### config.mk
export PLATFORM = sky130hd
export DESIGN_NAME = mrcr_div
export DESIGN_NICKNAME = d
export VERILOG_FILES = /design/src/hdl/matrix_row_column_reduce_unit_assert.svh /design/src/hdl/mrcr_pkg.sv /design/src/hdl/mrcr_div.sv
export SDC_FILE = /design/constraint.sdc
export NUM_CORES = 1
export LEC_CHECK = 0
export ABC_AREA = 1
export BUFFER_PORTS_ARGS = -buffer_cell sky130_fd_sc_hd__buf_4
export CORE_MARGIN = 2
export CORE_UTILIZATION = 30
export DETAILED_ROUTE_END_ITERATION = 16
export GPL_TIMING_DRIVEN = 0
export SKIP_CTS_REPAIR_TIMING = 1
export SYNTH_ARGS = -nofsm -noshare
export SYNTH_HDL_FRONTEND = slang
export SYNTH_SLANG_ARGS = --single-unit
### constraint.sdc
create_clock -name aclk -period 2.58 [get_ports aclk]
set_input_delay 0.516 -clock aclk [delete_from_list [all_inputs] [get_ports aclk]]
set_output_delay 0.516 -clock aclk [all_outputs]
set_load 0.01 [all_outputs]
### src/hdl/matrix_row_column_reduce_unit_assert.svh
// Assertion macros for the row/column reduction block.
// Each macro is a full concurrent assertion statement; simulation builds get
// the check, synthesis builds get nothing.
`ifndef MATRIX_ROW_COLUMN_REDUCE_UNIT_ASSERT_SVH
`define MATRIX_ROW_COLUMN_REDUCE_UNIT_ASSERT_SVH

`ifndef SYNTHESIS

// Property must hold at every clock edge out of reset.
`define MRCR_ASSERT(label, clk, rst_n, prop, msg) \
    label: assert property (@(posedge clk) disable iff (!rst_n) (prop)) else $error(msg);

// Condition must never be true at a clock edge out of reset.
`define MRCR_NEVER(label, clk, rst_n, cond, msg) \
    label: assert property (@(posedge clk) disable iff (!rst_n) !(cond)) else $error(msg);

`else

`define MRCR_ASSERT(label, clk, rst_n, prop, msg)

`define MRCR_NEVER(label, clk, rst_n, cond, msg)

`endif

`endif

### src/hdl/mrcr_pkg.sv
`timescale 1ns / 1ps
`default_nettype none

package mrcr_pkg;

    localparam int PIXEL_W    = 8;
    localparam int RESULT_W   = 18;
    localparam int SIZE_W     = 11;
    localparam int S_TDATA_W  = 8;
    localparam int M_TDATA_W  = 24;
    localparam int APB_DATA_W = 32;
    localparam int APB_ADDR_W = 4;

    localparam int MAX_COLS_DEF = 1024;
    localparam int MAX_ROWS_DEF = 1024;

    localparam logic [RESULT_W-1:0] SUM_LIMIT = '1;

    // register indexes (byte address / 4)
    localparam logic [1:0] REG_REDUCE_OP  = 2'd0;
    localparam logic [1:0] REG_ALONG_ROWS = 2'd1;
    localparam logic [1:0] REG_NUM_ROWS   = 2'd2;
    localparam logic [1:0] REG_NUM_COLS   = 2'd3;

    // reduction operations
    localparam logic [1:0] OP_SUM = 2'd0;
    localparam logic [1:0] OP_AVG = 2'd1;
    localparam logic [1:0] OP_MAX = 2'd2;
    localparam logic [1:0] OP_MIN = 2'd3;

    localparam logic [SIZE_W-1:0] NUM_ROWS_RST = 11'd128;
    localparam logic [SIZE_W-1:0] NUM_COLS_RST = 11'd128;

    typedef struct packed {
        logic busy;
        logic done;
    } div_stat_t;

endpackage

`default_nettype wire

### src/hdl/mrcr_div.sv
`timescale 1ns / 1ps
`default_nettype none

// Restoring divider: one quotient bit per cycle, MSB first.
module mrcr_div #(
    parameter int DIV_W = 11
) (
    input  wire logic                           aclk,
    input  wire logic                           aresetn,
    input  wire logic                           start,
    input  wire logic [mrcr_pkg::RESULT_W-1:0]  dividend,
    input  wire logic [DIV_W-1:0]               divisor,
    output mrcr_pkg::div_stat_t                 stat,
    output logic      [mrcr_pkg::RESULT_W-1:0]  quotient
);

    localparam int QW  = mrcr_pkg::RESULT_W;
    localparam int CNT_W = $clog2(QW);

    logic [DIV_W-1:0] rem_reg;
    logic [QW-1:0]    quo_reg;
    logic [DIV_W-1:0] div_reg;
    logic [CNT_W-1:0] cnt_reg;
    logic             busy_reg;
    logic             done_reg;

    logic [DIV_W:0]   trial;
    logic             fits;
    logic [DIV_W-1:0] rem_next;

    always_comb begin
        trial    = {rem_reg, quo_reg[QW-1]};
        fits     = trial >= {1'b0, div_reg};
        rem_next = fits ? DIV_W'(trial - {1'b0, div_reg}) : trial[DIV_W-1:0];
    end

    always_ff @(posedge aclk) begin
        if (!aresetn) begin
            busy_reg <= 1'b0;
            done_reg <= 1'b0;
        end else begin
            done_reg <= 1'b0;
            if (start) begin
                busy_reg <= 1'b1;
            end else if (busy_reg && cnt_reg == CNT_W'(QW - 1)) begin
                busy_reg <= 1'b0;
                done_reg <= 1'b1;
            end
        end
    end

    always_ff @(posedge aclk) begin
        if (start) begin
            rem_reg <= '0;
            quo_reg <= dividend;
            div_reg <= divisor;
            cnt_reg <= '0;
        end else if (busy_reg) begin
            rem_reg <= rem_next;
            quo_reg <= {quo_reg[QW-2:0], fits};
            cnt_reg <= cnt_reg + CNT_W'(1);
        end
    end

    assign stat.busy = busy_reg;
    assign stat.done = done_reg;
    assign quotient  = quo_reg;

endmodule

`default_nettype wire

==> run metrics, run 1 <==
outcome complete, no violations; largest net degree at the start of global routing 19; gr ovfl total 0; WP data required 2.52 ns; placed insts 503; r2r setup slk 0.49 ns; clk sink count 47; area of the multi-input gates 1190 sq um; Hold Path Class in -> reg; GRT Util Overall 0.129; initial antenna violation count 0; Final WS setup 0.446 ns; commonest non-fill, non-tap cells in the layout nand2_1, buf_4, inv_1; count of unique library cells instantiated by Yosys 30; Netlist Area Pre-Place 2720 sq um; Fin. Hold Viols 0; family with the most delay on the worst path buffers and inverters; crit-path cells buf_4, clkbuf_1, nor2_1, clkbuf_1, inv_1; fraction of layout cells with a size suffix above 1 0.231; largest family of logic cells by synthesized area simple AND/OR/NAND/NOR gates; Async S/R FF share, synth 0; TritonCTS Buffers 5; total power 1640 uW; Synth Instances 344; Hold Path Cell Cnt 1; EDFF count, synth 29; Ys Warns 0; slowest cell on the critical path inv_1; Iteration-0 DRC Markers 137; Leakage 0.00167 uW; DRC Markers 0; max frequency 469 MHz; CTS clk-pin slew, worst paths 0.09 ns; Via Count 2348; area delta synth->final 22.3%; Die Ht 99.2 um; Root Driver clkbuf_8; post-synthesis sequential area ratio 0.452; fin. max-slew vios 0; Rel. slew slack 0.519; setup TNS 0 ns; synthesized-area fraction occupied by adder cells 0.0671; Initial Util 0.311; register area 1230 sq um; pre-CTS WS 0.0901 ns; first-pass GRT wire length 10.3 mm; TritonRoute pass-1 iters 4; maximum buffer depth of the clock tree 2; max reg flops 18; startpoint types input pin; WL final 6.17 mm; Yosys reg bits 47; RSZ-0062 raised after global routing no; Max-cap violations 0; Pwr per Cell Area 492 nW/um^2; worst hold slack 0.376 ns; XOR/XNOR share of the synthesized area 0.00966; Synth Flop Type edfxtp_1; setup violators final 0; critical path type in -> reg; antenna-violating nets left 0; cell depth of the worst setup path 5; Post-Syn Nets 390; syn_area_per_cell 7.91 sq um; post-synthesis simple-gate area fraction 0.340; r2r worst-path depth 12; leading cell type in the layout, fill and taps excluded nand2_1; CTS tree yes; worst-skew pair later-pin latency 0.32 ns; number of global-route vias before repair 2209; final period utilization 0.827; Worst Path Arrival 2.07 ns; critical path endpoint category register; cell mode on critical path clkbuf_1; CP max stage delay 0.50 ns; post-synthesis mux area share 0; Final Skew 0.0123 ns; crit path max fanout 18; Worst Max-Slew Pin Slew 0.721 ns; die width 99.2 um; # rows 34; die area 9850 sq um; Net count, final 448; maximum VDD drop 307 uV; Antenna diodes 0; Filler Cell Count 892; Synth Area in Compound Gates 0.0221; DP HPWL 4.54 mm; I/O pins 52; CORE AREA 8760 sq um; Buf+Inv Stages, Crit Path 4; H-tree levels 2; wire per inst 12.1 um; GP Congestion 0.877; Final Non-Filler Cells 511; min cycle time layout 2.13 ns; # port buffers 51; Vias/cell 4.59
cell usage after synthesis, types with 2 or more instances:
cell type	n	area share
buf_4	2	0.0055
nor4_1	2	0.0046
ha_1	13	0.060
nor3_1	3	0.0055
buf_6	2	0.0083
nor2_1	12	0.017
a21oi_1	7	0.013
nand2_1	118	0.16
xnor2_1	2	0.0064
nand2_2	13	0.030
dfxtp_1	18	0.13
inv_2	3	0.0041
nor2_2	3	0.0069
nand3_1	26	0.048
nand3_2	5	0.018
buf_2	2	0.0037
clkbuf_1	7	0.0097
o21ai_0	2	0.0037
nand4_1	15	0.034
inv_1	51	0.070
edfxtp_1	29	0.32
per-stage QoR:
step,instance area [sq um],utilization
after floorplan,2720,-
after global placement,3240,0.370
after detailed placement,3240,0.370
after CTS,3330,0.380
after global routing,3330,0.380
final,3330,0.380
cell type report:
class                           instances  area share
Buffer                                 14      0.0282
Clock buffer                            5      0.0207
Clock inverter                          3     0.00564
Inverter                               54      0.0609
Multi-Input combinational cell        229       0.359
Sequential cell                        47       0.370
Tap cell                              108      0.0406
Timing Repair Buffer                   51       0.115
power by group:
part / switching, uW / internal [uW]
clock: 276 / 192
sequential: 26.8 / 856
combinational: 159 / 127
total: 462 / 1170
cells by family (layout without fill, tap and decap cells):
kind of cell	Yosys count	in the layout
AOI/OAI and AO/OA	11	11
xor gates and xnor gates	3	3
and+or+nand+nor	201	201
adders and majority gates	14	14
buffers and inverters	68	127
DFF	47	47
worst paths after layout:
kind                  endpoint         start
hold / removal      div_reg[4]    divisor[4]
hold reg to reg    rem_reg[10]   rem_reg[10]
setup reg to reg    rem_reg[6]  quotient[17]
setup / recovery  quotient[14]         start
layer usage:
layer | global-route usage | vias up | part of all wire
met2 | 0.201 | 53 | 0.46
met1 | 0.181 | 1073 | 0.48
met4 | 0.0327 | 0 | 0.0081
met5 | 0 | - | 0
met3 | 0.0295 | 7 | 0.047
li1 | - | 1215 | -
(Power assumes the default switching activity.)
==> run 2: changes to the inputs <==
clock period = 1.87 ns   (was 2.58 ns; I/O delays follow)
==> run 2 against run 1 <==
  * The flow now finishes with violations (negative setup slack)
  * Worst setup slack worse by 0.49 ns
  * Highest routed layer unchanged
  * Register-to-register slack worse by 0.54 ns
  * Critical endpoint is now rem_reg[2]
  * Cell count up 0.98%
==> run metrics, run 2 (synthesis results as in run 1) <==
TritonRoute pass-1 iters 4 (unchanged); Antenna diodes 0 (unchanged); CORE AREA 8760 sq um (unchanged); wire per inst 12.5 um (+3.4%); Final Util 0.399 (+0.0193); I/O pins 52 (unchanged); RR Startpoint div_reg[0]; first-pass GRT wire length 10.3 mm (unchanged); startpoint types register; GRT Util Overall 0.129 (unchanged); WP data required 2.08 ns (-0.44 ns); failing checks negative setup slack; Clk pwr share 0.279 (-0.007); setup violators final 10 (+10); Via Count 2398 (+2.1%); Pwr per Cell Area 656 nW/um^2 (+33%); CTS tree yes; die width 99.2 um (unchanged); final period utilization 1.03; r2r worst-path depth 11 (-1); initial antenna violation count 0 (unchanged); RSZ-0062 raised after global routing yes; critical path endpoint category register; outcome finished, violations left; commonest non-fill, non-tap cells in the layout nand2_1, buf_4, inv_1; fin. max-slew vios 0 (unchanged); critical path type reg -> reg; Seq pwr share 0.531 (-0.008); leading cell type in the layout, fill and taps excluded nand2_1; Root Driver clkbuf_8; Die Ht 99.2 um (unchanged); r2r setup slk -0.05 ns (-0.54 ns); worst hold endpoint div_reg[4]; # rows 34 (unchanged); H-tree levels 2 (unchanged); number of global-route vias before repair 2209 (unchanged); DP HPWL 4.54 mm (unchanged); Leakage 0.00173 uW (+3.6%); Hold Path Class in -> reg; die area 9850 sq um (unchanged); Fin. Hold Viols 0 (unchanged); worst-skew pair later-pin latency 0.31 ns (about the same); crit path max fanout 5 (-13); Hold Crit Start divisor[4]; Iteration-0 DRC Markers 87 (-36%); CTS clk-pin slew, worst paths 0.09 ns (about the same); Final WS setup -0.0478 ns (-0.493 ns); # port buffers 51 (unchanged); maximum buffer depth of the clock tree 2 (unchanged); worst r2r dst rem_reg[2]; Hold Path Cell Cnt 1 (unchanged); gr ovfl total 0 (unchanged); maximum VDD drop 428 uV (+40%); Final Cell Area 3500 sq um (+5.1%); Worst Max-Slew Pin Slew 0.460 ns (-0.261 ns); Rel. slew slack 0.694 (+0.175); TritonCTS Buffers 5 (unchanged); antenna-violating nets left 0 (unchanged); Worst Path Arrival 2.13 ns (+0.06 ns); P_int 1640 uW (+40%); max frequency 521 MHz; max reg flops 18 (unchanged); Net count, final 453 (+1.1%); net switching power 654 uW (+41%); min cycle time layout 1.92 ns; Initial Util 0.311 (unchanged); placed cell areas 3240 sq um (unchanged); area delta synth->final 28.5%; largest net degree at the start of global routing 19 (unchanged); fraction of layout cells with a size suffix above 1 0.279 (+0.0486); GP Congestion 0.877 (unchanged); Comb power frac 0.190 (+0.015); WL final 6.45 mm (+4.5%); Switching Share 0.285 (+0.00248); DRC Markers 0 (unchanged); Vias/cell 4.65 (+1.1%); clk sink count 47 (unchanged); Final Skew 0.0104 ns (-0.00195 ns); Max-cap violations 0 (unchanged)
==> run 2: cell count changes in the layout (fill, tap and decap cells not counted), moves of 2 or more <==
cell	delta
nand2_2	-2
nand2_4	+2
inv_2	+2
inv_1	-3
nand3_1	-10
nand3_2	+7
buf_4	+5
nand3_4	+3
==> run 2: worst max-delay path, stage by stage, from the launching register on <==
cell and delay, ns:
edfxtp_1 0.42, ha_4 0.19, fa_2 0.42, inv_2 0.08, nand3_2 0.08, nand3_4 0.11
nand2_4 0.07, nand4_4 0.11, clkbuf_16 0.17, nand2_2 0.05, nand3_2 0.07, nand2_1 0.05
==> run 2: power groups by stage <==
| stage | sequential [uW] | combinational [uW] | clock [uW] |
|---|---|---|---|
| global placement | 1240 | 392 | 0 |
| floorplan | 1250 | 208 | 0 |
| global route | 1230 | 479 | 701 |
| detailed placement | 1240 | 398 | 0 |
| CTS | 1220 | 398 | 661 |
| finish | 1220 | 435 | 640 |
==> run 2: cell type report <==
cell class | instances | area [sq um]
buffer | 14 | 97.6
clock buffer | 5 | 68.8
clock inverter | 3 | 18.8
fill | 888 | 5270
inverter | 54 | 206
multi-input combinational | 229 | 1300
sequential | 47 | 1230
tap | 108 | 135
timing repair buffer | 56 | 438
==> run 2: how the worst max path moves through the flow <==
stage / endpoint / slack (ns) / start
after global routing: rem_reg[4] / -0.12 / div_reg[0]
after CTS: rem_reg[6] / -0.23 / quotient[17]
after detailed placement: quotient[13] / -0.48 / start
final: rem_reg[2] / -0.05 / div_reg[0]
after global placement: quotient[13] / -0.50 / start
after floorplan: rem_reg[6] / 0.004 / quotient[17]
==> run 2: per-stage QoR <==
step	hold slack, ns	TNS (ns)	power (uW)	instances	worst slack, ns
3_5_place_dp	0.467	-10.60	1640	503	-0.478
3_3_place_gp	0.455	-10.88	1630	503	-0.502
6_report	0.237	-0.328	2290	516	-0.0478
4_1_cts	0.231	-6.24	2280	511	-0.231
5_1_grt	0.220	-1.22	2410	516	-0.121
2_1_floorplan	0.440	0	1460	344	0.00435
==> run 2: metal layers <==
layer | global-route usage | wire (um) | part of all wire
met1 | 0.181 | 3060 | 0.48
met2 | 0.201 | 3010 | 0.47
met3 | 0.0295 | 334 | 0.052
met4 | 0.0327 | 43 | 0.0067
met5 | 0 | 0 | 0
